==> config.mk <==
export PLATFORM = sky130hd
export DESIGN_NAME = raindrop_led_fader
export DESIGN_NICKNAME = d
export VERILOG_FILES = /design/src/rtl/rlf_pkg.sv /design/src/rtl/rlf_ram.sv /design/src/rtl/rlf_out_fifo.sv /design/src/rtl/raindrop_led_fader.sv
export SDC_FILE = /design/constraint.sdc
export NUM_CORES = 2
export LEC_CHECK = 0
export BUFFER_PORTS_ARGS = -buffer_cell sky130_fd_sc_hd__buf_2
export CORE_UTILIZATION = 63
export CTS_BUF_LIST = sky130_fd_sc_hd__clkbuf_16
export DETAILED_ROUTE_END_ITERATION = 12
export GPL_ROUTABILITY_DRIVEN = 0
export PLACE_DENSITY = 0.8
export SLEW_MARGIN = 10
export SYNTH_ARGS = -nofsm -noshare
export SYNTH_HDL_FRONTEND = slang
export SYNTH_SLANG_ARGS = --single-unit
==> constraint.sdc <==
create_clock -name clk -period 10.4 [get_ports clk]
set_clock_uncertainty 0.15 [all_clocks]
set_input_delay 0.52 -clock clk [delete_from_list [all_inputs] [get_ports clk]]
set_output_delay 0.52 -clock clk [all_outputs]
set_load 0.005 [all_outputs]
==> src/rtl/rlf_pkg.sv <==
package rlf_pkg;

    // Sizes of the fixed fields.
    localparam int PHASE_W      = 16;
    localparam int LED_IDX_W    = 6;
    localparam int HUE_DEG_W    = 9;
    localparam int BYTE_W       = 8;
    localparam int MODE_W       = 2;
    localparam int APB_ADDR_W   = 4;
    localparam int APB_DATA_W   = 32;

    localparam int NUM_LEDS_DEFAULT = 64;
    localparam int OUT_FIFO_DEPTH   = 4;

    // Register map, indexed by paddr[3:2].
    localparam logic [1:0] REG_EFFECT_MODE = 2'd0;
    localparam logic [1:0] REG_BASE_HUE    = 2'd1;
    localparam logic [1:0] REG_BRIGHTNESS  = 2'd2;

    // Effect modes. The unused code behaves as MODE_BASE.
    localparam logic [MODE_W-1:0] MODE_BASE   = 2'd0;
    localparam logic [MODE_W-1:0] MODE_RANDOM = 2'd1;
    localparam logic [MODE_W-1:0] MODE_RAIN   = 2'd2;

    localparam logic [BYTE_W-1:0] RNG_RESET      = 8'hA3;
    localparam logic [BYTE_W-1:0] RNG_ZERO_SUB   = 8'h5B;
    localparam logic [BYTE_W-1:0] LEVEL_FULL     = 8'hFF;
    localparam logic [BYTE_W-1:0] FADE_DROP      = 8'd6;
    localparam logic [BYTE_W-1:0] FADE_RAIN      = 8'd10;
    localparam logic [BYTE_W-1:0] BRIGHT_RESET   = 8'd255;

    // hue * 360 / 255 = (hue * 24) / 17, the division done as a multiply by
    // ceil(2^20 / 17); exact for every product below 2^20.
    localparam int               HUE_DEG_SHIFT = 20;
    localparam logic [20:0]      HUE_DEG_MUL   = 21'd1480344;

    // base_hue * 255 / 360 = (base_hue * 17) / 24, the division done as a
    // multiply by ceil(2^19 / 24); exact for every product below 2^15.
    localparam int               BASE_BYTE_SHIFT = 19;
    localparam logic [14:0]      BASE_BYTE_MUL   = 15'd21846;

    typedef struct packed {
        logic [LED_IDX_W-1:0] led_index;
        logic [HUE_DEG_W-1:0] hue_degrees;
        logic [BYTE_W-1:0]    value_level;
        logic                 last_led;
    } rlf_result_t;

    // One step of the 8-bit xorshift generator (shifts 1, 1, 2).
    function automatic logic [BYTE_W-1:0] rng_step(input logic [BYTE_W-1:0] x);
        logic [BYTE_W-1:0] a;
        logic [BYTE_W-1:0] b;
        logic [BYTE_W-1:0] c;
        a = x ^ {x[6:0], 1'b0};
        b = a ^ {1'b0, a[7:1]};
        c = b ^ {b[5:0], 2'b00};
        return (c != 8'h00) ? c : RNG_ZERO_SUB;
    endfunction

endpackage

==> src/rtl/rlf_ram.sv <==
module rlf_ram #(
    parameter int WIDTH = 16,
    parameter int DEPTH = 64
) (
    input  logic                                   clk,
    input  logic                                   we,
    input  logic [((DEPTH > 1) ? $clog2(DEPTH) : 1)-1:0] waddr,
    input  logic [WIDTH-1:0]                       wdata,
    input  logic [((DEPTH > 1) ? $clog2(DEPTH) : 1)-1:0] raddr,
    output logic [WIDTH-1:0]                       rdata
);

    logic [WIDTH-1:0] mem_reg [DEPTH];
    logic [WIDTH-1:0] rdata_reg;

    always_ff @(posedge clk)
    begin
        if (we)
        begin
            mem_reg[waddr] <= wdata;
        end
        rdata_reg <= mem_reg[raddr];
    end

    assign rdata = rdata_reg;

endmodule

==> src/rtl/rlf_out_fifo.sv <==
module rlf_out_fifo #(
    parameter int DEPTH = 4
) (
    input  logic                           clk,
    input  logic                           rst_n,
    input  logic                           push,
    input  rlf_pkg::rlf_result_t           push_data,
    output logic                           pop_valid,
    input  logic                           pop_ready,
    output rlf_pkg::rlf_result_t           pop_data,
    output logic [$clog2(DEPTH+1)-1:0]     count
);
    import rlf_pkg::*;

    localparam int PTR_W = (DEPTH > 1) ? $clog2(DEPTH) : 1;
    localparam int CNT_W = $clog2(DEPTH + 1);

    rlf_result_t       mem_reg [DEPTH];
    logic [PTR_W-1:0]  wr_ptr_reg;
    logic [PTR_W-1:0]  rd_ptr_reg;
    logic [CNT_W-1:0]  count_reg;
    logic [CNT_W-1:0]  count_next;
    logic              pop;

    assign pop = pop_valid && pop_ready;

    always_comb
    begin
        count_next = count_reg;
        if (push && !pop)
        begin
            count_next = count_reg + 1'b1;
        end
        else if (pop && !push)
        begin
            count_next = count_reg - 1'b1;
        end
    end

    always_ff @(posedge clk or negedge rst_n)
    begin
        if (!rst_n)
        begin
            wr_ptr_reg <= '0;
            rd_ptr_reg <= '0;
            count_reg  <= '0;
        end
        else
        begin
            if (push)
            begin
                wr_ptr_reg <= (wr_ptr_reg == PTR_W'(DEPTH - 1)) ? '0 : wr_ptr_reg + 1'b1;
            end
            if (pop)
            begin
                rd_ptr_reg <= (rd_ptr_reg == PTR_W'(DEPTH - 1)) ? '0 : rd_ptr_reg + 1'b1;
            end
            count_reg <= count_next;
        end
    end

    always_ff @(posedge clk)
    begin
        if (push)
        begin
            mem_reg[wr_ptr_reg] <= push_data;
        end
    end

    assign pop_valid = (count_reg != '0);
    assign pop_data  = mem_reg[rd_ptr_reg];
    assign count     = count_reg;

`ifndef NO_ASSERTIONS
    // The upstream credit check must never let a word arrive into a full queue.
    a_no_overflow: assert property (@(posedge clk) disable iff (!rst_n)
        !(push && !pop && (count_reg == CNT_W'(DEPTH))))
        else $error("output queue overflow");
`endif

endmodule

==> src/rtl/raindrop_led_fader.sv <==
// Channel   | Handshake              | Payload                                   | Word
// --------- | ---------------------- | ----------------------------------------- | -------------
// input     | in_valid / in_ready    | phase                                     | one frame
// output    | out_valid / out_ready  | led_index, hue_degrees, value_level,      | one LED result
//           |                        | last_led                                  |
// config    | APB psel/penable/...   | paddr, pwdata, prdata                     | one register
//
// A frame fills the LED memory if it is the very first frame after reset, seeds
// a drop when the phase asks for one, then walks the LED memory, one entry read
// and written back per cycle while the output credit allows it. Reset (rst_n,
// asynchronous) clears the control state and the generator; the LED memory
// holds nothing until the first frame fills it. A stall on the output holds the
// walk through a credit check against a four-word output queue, so no word is
// dropped.
module raindrop_led_fader #(
    parameter int NUM_LEDS = rlf_pkg::NUM_LEDS_DEFAULT
) (
    input  logic                               clk,
    input  logic                               rst_n,

    input  logic                               psel,
    input  logic                               penable,
    input  logic                               pwrite,
    input  logic [rlf_pkg::APB_ADDR_W-1:0]     paddr,
    input  logic [rlf_pkg::APB_DATA_W-1:0]     pwdata,
    output logic [rlf_pkg::APB_DATA_W-1:0]     prdata,
    output logic                               pready,

    input  logic                               in_valid,
    output logic                               in_ready,
    input  logic [rlf_pkg::PHASE_W-1:0]        phase,

    output logic                               out_valid,
    input  logic                               out_ready,
    output logic [rlf_pkg::LED_IDX_W-1:0]      led_index,
    output logic [rlf_pkg::HUE_DEG_W-1:0]      hue_degrees,
    output logic [rlf_pkg::BYTE_W-1:0]         value_level,
    output logic                               last_led
);
    import rlf_pkg::*;

    localparam int IDX_W   = (NUM_LEDS > 1) ? $clog2(NUM_LEDS) : 1;
    localparam int CNT_W   = $clog2(NUM_LEDS + 1);
    localparam int FCNT_W  = $clog2(OUT_FIFO_DEPTH + 1);
    localparam int RECIP_W = 17;
    // floor(2^16 / NUM_LEDS): the quotient estimate of an 8-bit draw is low by
    // at most one, which a single compare and subtract corrects.
    localparam logic [RECIP_W-1:0] KEY_RECIP = RECIP_W'((1 << 16) / NUM_LEDS);
    localparam logic [8:0]         KEY_MOD   = 9'(NUM_LEDS);
    localparam logic [IDX_W-1:0]   LAST_IDX  = IDX_W'(NUM_LEDS - 1);
    localparam logic [CNT_W-1:0]   LED_COUNT = CNT_W'(NUM_LEDS);
    localparam logic [CNT_W-1:0]   LED_LAST  = CNT_W'(NUM_LEDS - 1);

    typedef enum logic [2:0] {
        S_IDLE,
        S_INIT,
        S_DRAW,
        S_QUOT,
        S_KEY,
        S_WALK
    } state_t;

    // Configuration registers.
    logic [MODE_W-1:0]     effect_mode_reg;
    logic [HUE_DEG_W-1:0]  base_hue_reg;
    logic [BYTE_W-1:0]     brightness_reg;
    logic                  cfg_write;
    logic [1:0]            cfg_idx;

    // Control state.
    state_t                state_reg;
    logic                  stores_ready_reg;
    logic [BYTE_W-1:0]     rng_reg;
    logic                  seed_reg;
    logic [CNT_W-1:0]      issue_cnt_reg;
    logic                  p0_valid_reg;
    logic                  s1_valid_reg;

    // Datapath registers.
    logic [BYTE_W-1:0]     draw_reg;
    logic [BYTE_W-1:0]     quot_reg;
    logic [BYTE_W-1:0]     hue_seed_reg;
    logic [IDX_W-1:0]      p0_idx_reg;
    logic [IDX_W-1:0]      s1_idx_reg;
    logic                  s1_last_reg;
    logic [HUE_DEG_W-1:0]  s1_hue_deg_reg;
    logic [15:0]           s1_prod_reg;

    // Combinational values.
    logic                  rain;
    logic                  random_hue;
    logic                  seed_next;
    logic [BYTE_W-1:0]     fade;
    logic [BYTE_W-1:0]     rng_next;
    logic [24:0]           key_prod;
    logic [BYTE_W-1:0]     quot_next;
    logic [13:0]           base_x17;
    logic [28:0]           base_prod;
    logic [9:0]            base_quot;
    logic [BYTE_W-1:0]     base_byte;
    logic [BYTE_W-1:0]     hue_seed_next;
    logic [8:0]            key_sub;
    logic [8:0]            key_rem;
    logic [IDX_W-1:0]      key_idx;
    logic                  issue;
    logic [FCNT_W:0]       credit_used;
    logic [FCNT_W-1:0]     fifo_count;

    logic                  ram_we;
    logic [IDX_W-1:0]      ram_waddr;
    logic [15:0]           ram_wdata;
    logic [15:0]           ram_rdata;
    logic [BYTE_W-1:0]     rd_hue;
    logic [BYTE_W-1:0]     rd_level;
    logic [BYTE_W-1:0]     level_faded;
    logic [28:0]           hue_prod;
    logic [16:0]           value_sum;
    rlf_result_t           push_data;
    rlf_result_t           pop_data;

    // ------------------------------------------------------------------
    // Configuration port. Writes complete in the access phase; pready is
    // tied high, so there are never wait states.
    // ------------------------------------------------------------------
    assign pready    = 1'b1;
    assign cfg_write = psel && penable && pwrite;
    assign cfg_idx   = paddr[3:2];

    always_ff @(posedge clk or negedge rst_n)
    begin
        if (!rst_n)
        begin
            effect_mode_reg <= MODE_BASE;
            base_hue_reg    <= '0;
            brightness_reg  <= BRIGHT_RESET;
        end
        else if (cfg_write)
        begin
            unique case (cfg_idx)
                REG_EFFECT_MODE: effect_mode_reg <= pwdata[MODE_W-1:0];
                REG_BASE_HUE:    base_hue_reg    <= pwdata[HUE_DEG_W-1:0];
                REG_BRIGHTNESS:  brightness_reg  <= pwdata[BYTE_W-1:0];
                default:         ;
            endcase
        end
    end

    always_comb
    begin
        unique case (cfg_idx)
            REG_EFFECT_MODE: prdata = APB_DATA_W'(effect_mode_reg);
            REG_BASE_HUE:    prdata = APB_DATA_W'(base_hue_reg);
            REG_BRIGHTNESS:  prdata = APB_DATA_W'(brightness_reg);
            default:         prdata = '0;
        endcase
    end

    // ------------------------------------------------------------------
    // Mode decode. Pixel rain seeds on every even phase and fades faster;
    // the raindrop modes seed on every fourth phase.
    // ------------------------------------------------------------------
    assign rain       = (effect_mode_reg == MODE_RAIN);
    assign random_hue = (effect_mode_reg == MODE_RANDOM) || rain;
    assign seed_next  = rain ? !phase[0] : (phase[1:0] == 2'b00);
    assign fade       = rain ? FADE_RAIN : FADE_DROP;
    assign rng_next   = rng_step(rng_reg);

    // Seed key: draw mod NUM_LEDS by reciprocal multiply, then one fix-up.
    assign key_prod  = 25'(draw_reg) * 25'(KEY_RECIP);
    assign quot_next = key_prod[23:16];
    assign key_sub   = 9'({1'b0, draw_reg}) - 9'(quot_reg * KEY_MOD);
    assign key_rem   = (key_sub >= KEY_MOD) ? (key_sub - KEY_MOD) : key_sub;
    assign key_idx   = key_rem[IDX_W-1:0];

    // Base hue in degrees to a hue byte, saturating for out-of-range input.
    assign base_x17  = 14'({base_hue_reg, 4'b0000}) + 14'(base_hue_reg);
    assign base_prod = 29'(base_x17) * 29'(BASE_BYTE_MUL);
    assign base_quot = base_prod[BASE_BYTE_SHIFT +: 10];
    assign base_byte = (base_quot > 10'd255) ? LEVEL_FULL : base_quot[BYTE_W-1:0];
    assign hue_seed_next = random_hue ? rng_next : base_byte;

    // ------------------------------------------------------------------
    // Frame sequencer. A frame optionally fills the memory, optionally
    // seeds one drop, then walks every LED once.
    // ------------------------------------------------------------------
    assign in_ready    = (state_reg == S_IDLE);
    assign credit_used = (FCNT_W + 1)'(fifo_count) + (FCNT_W + 1)'(p0_valid_reg)
                       + (FCNT_W + 1)'(s1_valid_reg);
    assign issue       = (state_reg == S_WALK) && (issue_cnt_reg < LED_COUNT)
                       && (credit_used < (FCNT_W + 1)'(OUT_FIFO_DEPTH));

    always_ff @(posedge clk or negedge rst_n)
    begin
        if (!rst_n)
        begin
            state_reg        <= S_IDLE;
            stores_ready_reg <= 1'b0;
            rng_reg          <= RNG_RESET;
            seed_reg         <= 1'b0;
            issue_cnt_reg    <= '0;
            p0_valid_reg     <= 1'b0;
            s1_valid_reg     <= 1'b0;
        end
        else
        begin
            p0_valid_reg <= issue;
            s1_valid_reg <= p0_valid_reg;
            unique case (state_reg)
                S_IDLE:
                begin
                    if (in_valid)
                    begin
                        seed_reg      <= seed_next;
                        issue_cnt_reg <= '0;
                        if (!stores_ready_reg)
                        begin
                            state_reg <= S_INIT;
                        end
                        else if (seed_next)
                        begin
                            state_reg <= S_DRAW;
                        end
                        else
                        begin
                            state_reg <= S_WALK;
                        end
                    end
                end
                S_INIT:
                begin
                    rng_reg       <= rng_next;
                    issue_cnt_reg <= issue_cnt_reg + 1'b1;
                    if (issue_cnt_reg == LED_LAST)
                    begin
                        stores_ready_reg <= 1'b1;
                        issue_cnt_reg    <= '0;
                        state_reg        <= seed_reg ? S_DRAW : S_WALK;
                    end
                end
                S_DRAW:
                begin
                    rng_reg   <= rng_next;
                    state_reg <= S_QUOT;
                end
                S_QUOT:
                begin
                    if (random_hue)
                    begin
                        rng_reg <= rng_next;
                    end
                    state_reg <= S_KEY;
                end
                S_KEY:
                begin
                    state_reg <= S_WALK;
                end
                S_WALK:
                begin
                    if (issue)
                    begin
                        issue_cnt_reg <= issue_cnt_reg + 1'b1;
                    end
                    if ((issue_cnt_reg == LED_COUNT) && !p0_valid_reg && !s1_valid_reg)
                    begin
                        state_reg <= S_IDLE;
                    end
                end
                default:
                begin
                    state_reg <= S_IDLE;
                end
            endcase
        end
    end

    // ------------------------------------------------------------------
    // Walk pipeline: read at issue, fade and write back when the data
    // returns, then scale and queue the result word.
    // ------------------------------------------------------------------
    assign rd_hue      = ram_rdata[15:8];
    assign rd_level    = ram_rdata[7:0];
    assign level_faded = (rd_level > fade) ? (rd_level - fade) : '0;
    assign hue_prod    = 29'(rd_hue) * 29'(HUE_DEG_MUL);

    always_ff @(posedge clk)
    begin
        if (state_reg == S_DRAW)
        begin
            draw_reg <= rng_next;
        end
        if (state_reg == S_QUOT)
        begin
            quot_reg     <= quot_next;
            hue_seed_reg <= hue_seed_next;
        end
        p0_idx_reg     <= issue_cnt_reg[IDX_W-1:0];
        s1_idx_reg     <= p0_idx_reg;
        s1_last_reg    <= (p0_idx_reg == LAST_IDX);
        s1_hue_deg_reg <= hue_prod[HUE_DEG_SHIFT +: HUE_DEG_W];
        s1_prod_reg    <= 16'(brightness_reg) * 16'(level_faded);
    end

    // Memory write: fill, seed and write-back never share a cycle.
    always_comb
    begin
        ram_we    = 1'b0;
        ram_waddr = p0_idx_reg;
        ram_wdata = {rd_hue, level_faded};
        if (state_reg == S_INIT)
        begin
            ram_we    = 1'b1;
            ram_waddr = issue_cnt_reg[IDX_W-1:0];
            ram_wdata = {rng_next, 8'h00};
        end
        else if (state_reg == S_KEY)
        begin
            ram_we    = 1'b1;
            ram_waddr = key_idx;
            ram_wdata = {hue_seed_reg, LEVEL_FULL};
        end
        else if (p0_valid_reg)
        begin
            ram_we = 1'b1;
        end
    end

    rlf_ram #(
        .WIDTH (2 * BYTE_W),
        .DEPTH (NUM_LEDS)
    ) u_led_ram (
        .clk   (clk),
        .we    (ram_we),
        .waddr (ram_waddr),
        .wdata (ram_wdata),
        .raddr (issue_cnt_reg[IDX_W-1:0]),
        .rdata (ram_rdata)
    );

    // x / 255 for x up to 255 * 255 is (x + (x >> 8) + 1) >> 8.
    assign value_sum = 17'(s1_prod_reg) + 17'(s1_prod_reg[15:8]) + 17'd1;

    assign push_data.led_index   = LED_IDX_W'(s1_idx_reg);
    assign push_data.hue_degrees = s1_hue_deg_reg;
    assign push_data.value_level = value_sum[15:8];
    assign push_data.last_led    = s1_last_reg;

    rlf_out_fifo #(
        .DEPTH (OUT_FIFO_DEPTH)
    ) u_out_fifo (
        .clk       (clk),
        .rst_n     (rst_n),
        .push      (s1_valid_reg),
        .push_data (push_data),
        .pop_valid (out_valid),
        .pop_ready (out_ready),
        .pop_data  (pop_data),
        .count     (fifo_count)
    );

    assign led_index   = pop_data.led_index;
    assign hue_degrees = pop_data.hue_degrees;
    assign value_level = pop_data.value_level;
    assign last_led    = pop_data.last_led;

`ifndef NO_ASSERTIONS
    // The first frame after reset always fills the memory before anything else.
    a_first_fill: assert property (@(posedge clk) disable iff (!rst_n)
        (in_valid && in_ready && !stores_ready_reg) |=> (state_reg == S_INIT))
        else $error("first frame skipped the memory fill");

    // Words in flight plus queued words never exceed the queue depth.
    a_credit: assert property (@(posedge clk) disable iff (!rst_n)
        credit_used <= (FCNT_W + 1)'(OUT_FIFO_DEPTH))
        else $error("walk issued beyond the output credit");

    // The walk counter never runs past the LED count.
    a_issue_bound: assert property (@(posedge clk) disable iff (!rst_n)
        issue_cnt_reg <= LED_COUNT)
        else $error("walk counter past the LED count");
`endif

endmodule
Yosys cells after proc, flatten, opt, wreduce, memory -nomap -nowiden
Memory sizes are Yosys's and may differ from the RTL's. A register that Yosys moved wholly into a read port is not among the register bits.
Cells that the tools add are included.
{"block": "word_totals", "regBits": 104, "latch_bits": 0, "ramBits": 1120, "mem_bits_ro": 0, "inputBits": 59, "output_inout_bits": 59, "n_memories": 2}
{"block": "classes", "n_addsub": 13, "mul": 3, "div": 0, "n_lt_le_gt_ge": 5, "eq_ne": 19, "n_shift": 0, "muxes": 36, "n_bitwise": 3, "reduce_logical": 31}
{"memory": "u_led_ram.mem_reg", "words": 64, "width": 16, "rd": 1, "rd_clocked_by_memory_dff": 1, "wr": 1, "line_no": "rlf_ram.sv:13", "rtl": "logic [WIDTH-1:0] mem_reg [DEPTH];"}
{"memory": "u_out_fifo.mem_reg", "words": 4, "width": 24, "rd": 1, "rd_clocked_by_memory_dff": 0, "wr": 1, "line_no": "rlf_out_fifo.sv:18", "rtl": "rlf_result_t mem_reg [DEPTH];"}
{"cell": "$mux 8", "count": 5}
{"cell": "$mux 16", "count": 2}
{"cell": "$mul 14x14->28 const B", "count": 1}
{"cell": "$pmux 9 s3", "count": 1}
{"cell": "$mul 8x18->26 const B", "count": 1}
{"cell": "$mux 3", "count": 8}
{"cell": "$mux 7", "count": 3}
{"cell": "$pmux 7 s3", "count": 1}
{"cell": "$mux 6", "count": 3}
{"cell": "$pmux 3 s6", "count": 1}
{"cell": "$add 16x1->16 const B", "count": 1}
{"cell": "$add 16x8->16", "count": 1}
{"cell": "$mul 8x8->16", "count": 1}
{"cell": "$pmux 8 s2", "count": 1}
{"cell": "$xor 8x8->8", "count": 2}
{"cell": "$add 13x9->14", "count": 1}
{"cell": "$reduce_and 2->1", "count": 6}
{"cell": "$gt 10x8->1 const B", "count": 1}
{"cell": "$ge 9x7->1 const B", "count": 1}
{"cell": "$logic_and 1x1->1", "count": 9}
{"cell": "$sub 8x8->9", "count": 1}
{"cell": "$eq 2x2->1 const B", "count": 4}
{"cell": "$gt 8x4->1", "count": 1}
{"cell": "$mux 1", "count": 8}
{"cell": "31 further kinds", "count": 46}

Longest topological paths before layout
{"block": "depth", "depth_word": 7, "mapped_depth": 26, "depth_no_buf": 26}

By module
Synthesis repeated with hierarchy kept, for this count alone.
{"block": "hier_totals", "cells_unflattened": 3204, "hier_area_um2": 55538.3}
{"mod": "rlf_ram", "instances": 1, "cells_each": 1829, "area_each_um2": 40042.2, "seq_area_each_um2": 31069.8}
{"mod": "raindrop_led_fader", "instances": 1, "cells_each": 1213, "area_each_um2": 11571.1, "seq_area_each_um2": 2222.1}
{"mod": "rlf_out_fifo", "instances": 1, "cells_each": 162, "area_each_um2": 3925.0, "seq_area_each_um2": 3057.9}

Least setup slack after synthesis
Ideal clock, no wire load.
{"block": "synth_timing", "path_type": "register to register", "startpoint": "reg base_hue_reg[1]", "endpoint": "reg hue_seed_reg[4], data pin", "arrival_time_ps": 6947, "slack_ps": 3046, "stages_incl_launch_ff": 27, "path_buffers": 0, "cell_sequence": "dfrtp_1 ha_1 a21o_1 a21oi_1 o21bai_1 a21oi_1 xor2_1 inv_1 ha_1 fa_1 inv_1 fa_1 inv_1 fa_1 inv_1 fa_1 inv_1 ha_1 a21o_1 a221oi_2 o211ai_1 a311o_1 a221o_2 a2111oi_4 o41a_1 mux2_4 o22a_1"}
{"block": "synth_via", "elab_chain_len": 5}
{"element": "from (decl)", "line_no": "raindrop_led_fader.sv:65", "rtl": "logic [HUE_DEG_W-1:0] base_hue_reg;"}
{"element": "from (signal assigned)", "line_no": "raindrop_led_fader.sv:141", "rtl": "REG_BASE_HUE: base_hue_reg <= pwdata[HUE_DEG_W-1:0];"}
{"element": "$add 13x9->14 *", "line_no": "raindrop_led_fader.sv:176", "rtl": "assign base_x17 = 14'({base_hue_reg, 4'b0000}) + 14'(base_hue_reg);"}
{"element": "$mul 14x14->28 *", "line_no": "raindrop_led_fader.sv:177", "rtl": "assign base_prod = 29'(base_x17) * 29'(BASE_BYTE_MUL);"}
{"element": "$gt 10x8->1", "line_no": "raindrop_led_fader.sv:179", "rtl": "assign base_byte = (base_quot > 10'd255) ? LEVEL_FULL : base_quot[BYTE_W-1:0];"}
{"element": "$mux 8 *", "line_no": "raindrop_led_fader.sv:179"}
{"element": "$mux 8 *", "line_no": "raindrop_led_fader.sv:180", "rtl": "assign hue_seed_next = random_hue ? rng_next : base_byte;"}
{"element": "via hue_seed_next[4]", "line_no": "raindrop_led_fader.sv:101", "rtl": "logic [BYTE_W-1:0] hue_seed_next;"}
{"element": "to (signal assigned)", "line_no": "raindrop_led_fader.sv:294", "rtl": "hue_seed_reg <= hue_seed_next;"}
{"element": "to (decl)", "line_no": "raindrop_led_fader.sv:82", "rtl": "logic [BYTE_W-1:0] hue_seed_reg;"}
The timed path passes the listed nets; every way through them passes the cells marked *.
A chain may end at the register's enable or synchronous reset.

Final worst setup path
{"block": "layout_timing", "startpoint": "reg base_hue_reg[5]", "endpoint": "reg hue_seed_reg[2], data pin"}
Same word-level chain as after synthesis.

==> out/qor.yml <==
status: "complete, no violations"
rsz0062_at_grt: "false"
crit_type: "reg2reg"
cts_buffers: 113
initial_utilization_pct: 63.8
nFillCells: 4907
yosysWarnings: 0
worst-path-buf-inv: 5
coreArea_um2: 85500
holdCritPathClass: "in2reg"
cp.required_ns: 10.65
async_reset_ff_share_pct: 3.88
hold-path-cell-count: 4
fmax_ghz: 0.122
dp.cells: 4065
cts_root_buf: "clkbuf_16"
drt_pass1_iterations: 5
grt_first_pass_wirelength_mm: 185
dieArea_um2: 87800
cts_tree: "yes"
layout.nets: 3434
gr-total-overflow: 0
layout-drive-gt1-share_pct: 23.8
relSlewSlack_pct: 21.6
regArea_um2: 36400
finalCritPeriodShare_pct: 78.6
endpoint_kind: "flip-flop"
synth_ff_type: "edfxtp_1"
crit_cells: 26
wl_per_cell_um: 28.9
postCtsSetupBuffers: 0
max_cap_viol_count: 0
design_area_um2: 60600
tightest_slew_ns: 1.17
cp-start-kind: "flip-flop"
clock_sinks: 1236
slew_violations: 0
insertion_delay_ns: 0.73
fp.dieH_um: 296
grt_pass1_vias: 29201
ys_seq_elements: 1236
largest_reg_flops: 1024
placementRows: 107
fin_tns_setup_ns: 0
ff2ff_path_depth: 26
vias_per_cell: 6.50
ctsResizeCount: 0
final_cell_mix: "edfxtp_1 (1134), mux4_2 (360), inv_1 (222)"
die_x_um: 296
drc: 0
stdcell_count: 4285
synth_cell_types: 64
ys_seq_area_share_pct: 66.6
finalHoldViolCount: 0
critPathTopFamily: "compound AO/OA/AOI/OAI gates"
post_dp_cell_area_um2: 56700
arrival_ns: 8.43
grtUsageTotal_pct: 29.3
worst_path_largest_cell_delay_ns: 0.57
wl_mm: 124
netlist_instances: 2888
place.port_buffers: 54
drtAntennaViolNets: 0
layout_commonest_cell: "edfxtp_1"
clockBufferDepth: 3
post-route-min-period_ns: 8.17
grt_max_degree: 148
synth_area_um2: 54600
multiInputGateArea_um2: 17100
io_pins: 118
setup_viol: 0
slowest_stage: "dfrtp_1"
timing.critical_path.mode_cell: "inv_1"
hpwlAfterDp_mm: 71.9
synth_edf_count: 1134
synth_area_per_cell_um2: 18.9
critPathMaxFanout: 11
area_delta_synth_final_pct: 11.0
h-tree-depth: 3
drtIter0Drc: 2918
via_count: 27839
antenna_found_initial: 5
clk_pin_slew_ns: 0.06
[cells in the mapped netlist, types with 36 or more instances]
| master | count | share of area (%) |
|---|---|---|
| dfxtp_1 | 54 | 2.0 |
| inv_1 | 207 | 1.4 |
| clkbuf_1 | 75 | 0.52 |
| edfxtp_1 | 1134 | 62 |
| o21ai_0 | 37 | 0.34 |
| dfrtp_1 | 36 | 1.7 |
| nand2_1 | 84 | 0.58 |
| ha_1 | 212 | 4.9 |
| xnor2_1 | 45 | 0.72 |
| mux4_2 | 360 | 15 |
| nor2_1 | 127 | 0.87 |
| fa_1 | 115 | 4.2 |
| and2_1 | 46 | 0.53 |
| a21oi_1 | 42 | 0.39 |
[repair_timing]
item                                    4_1_cts  5_1_grt
hold buffers                                 11        0
hold endpoints to repair                     56        0
endpoints found under the setup margin        0        0
[layout make-up]
| type | instances | share of cell area, % |
|---|---|---|
| Tap cell | 1144 | 2.36 |
| Timing Repair Buffer | 158 | 1.84 |
| Inverter | 207 | 1.28 |
| Clock buffer | 117 | 4.83 |
| Multi-Input combinational cell | 1332 | 28.3 |
| Sequential cell | 1236 | 60.0 |
| Antenna cell | 2 | 0.00826 |
| Clock inverter | 89 | 1.35 |
[path summary, 6_finish.rpt]
path	from	end	slack [ns]
max in group asynchronous	rst_n	base_hue_reg[1]$_DFFE_PN0P_	9.25
worst max register to register	base_hue_reg[5]$_DFFE_PN0P_	hue_seed_reg[2]$_DFFE_PN_	2.23
worst min-delay path	phase[0]	seed_reg$_DFFE_PN0P_	0.11
worst min register to register	p0_idx_reg[0]$_DFF_P_	s1_idx_reg[0]$_DFF_P_	0.22
worst max-delay path	base_hue_reg[5]$_DFFE_PN0P_	hue_seed_reg[2]$_DFFE_PN_	2.23
min in group asynchronous	rst_n	u_out_fifo.rd_ptr_reg[1]$_DFFE_PN0P_	0.33
[cells by family after synthesis]
family	share of synthesized area [%]
AOI/OAI and AO/OA	2.27
xor gates and xnor gates	1.06
adders and majority gates	9.08
buffers and inverters	2.53
DFF	66.6
muxes	15.5
other	0.0138
and+or+nand+nor	2.95
[per-layer routing]
metal  GRT usage (%)  wire length (um)  vias up
li1                -                 -    11573
met1            38.3             45100    14423
met2            49.5             63400     1530
met3            5.14             10400      311
met4            11.7              5000        2
met5               0                14        -
[worst min-delay path, cell delays in order]
cell and delay (ns):
buf_2 0.08, a21oi_1 0.08, inv_1 0.08, o21ai_0 0.09
[stage by stage]
step | hold slack [ns] | setup slack [ns] | util (%)
after floorplan | 0.0744 | 3.05 | -
after detailed placement | 0.222 | 2.24 | 66.2
after CTS | 0.0605 | 2.22 | 70.7
after global routing | 0.132 | 1.81 | 70.8
final | 0.106 | 2.23 | 70.8
after global placement | 0.218 | 2.41 | 66.2
Power is left out: the tool's default activity adds up to more than one toggle a clock period on the data nets, which glitch-free logic cannot reach.
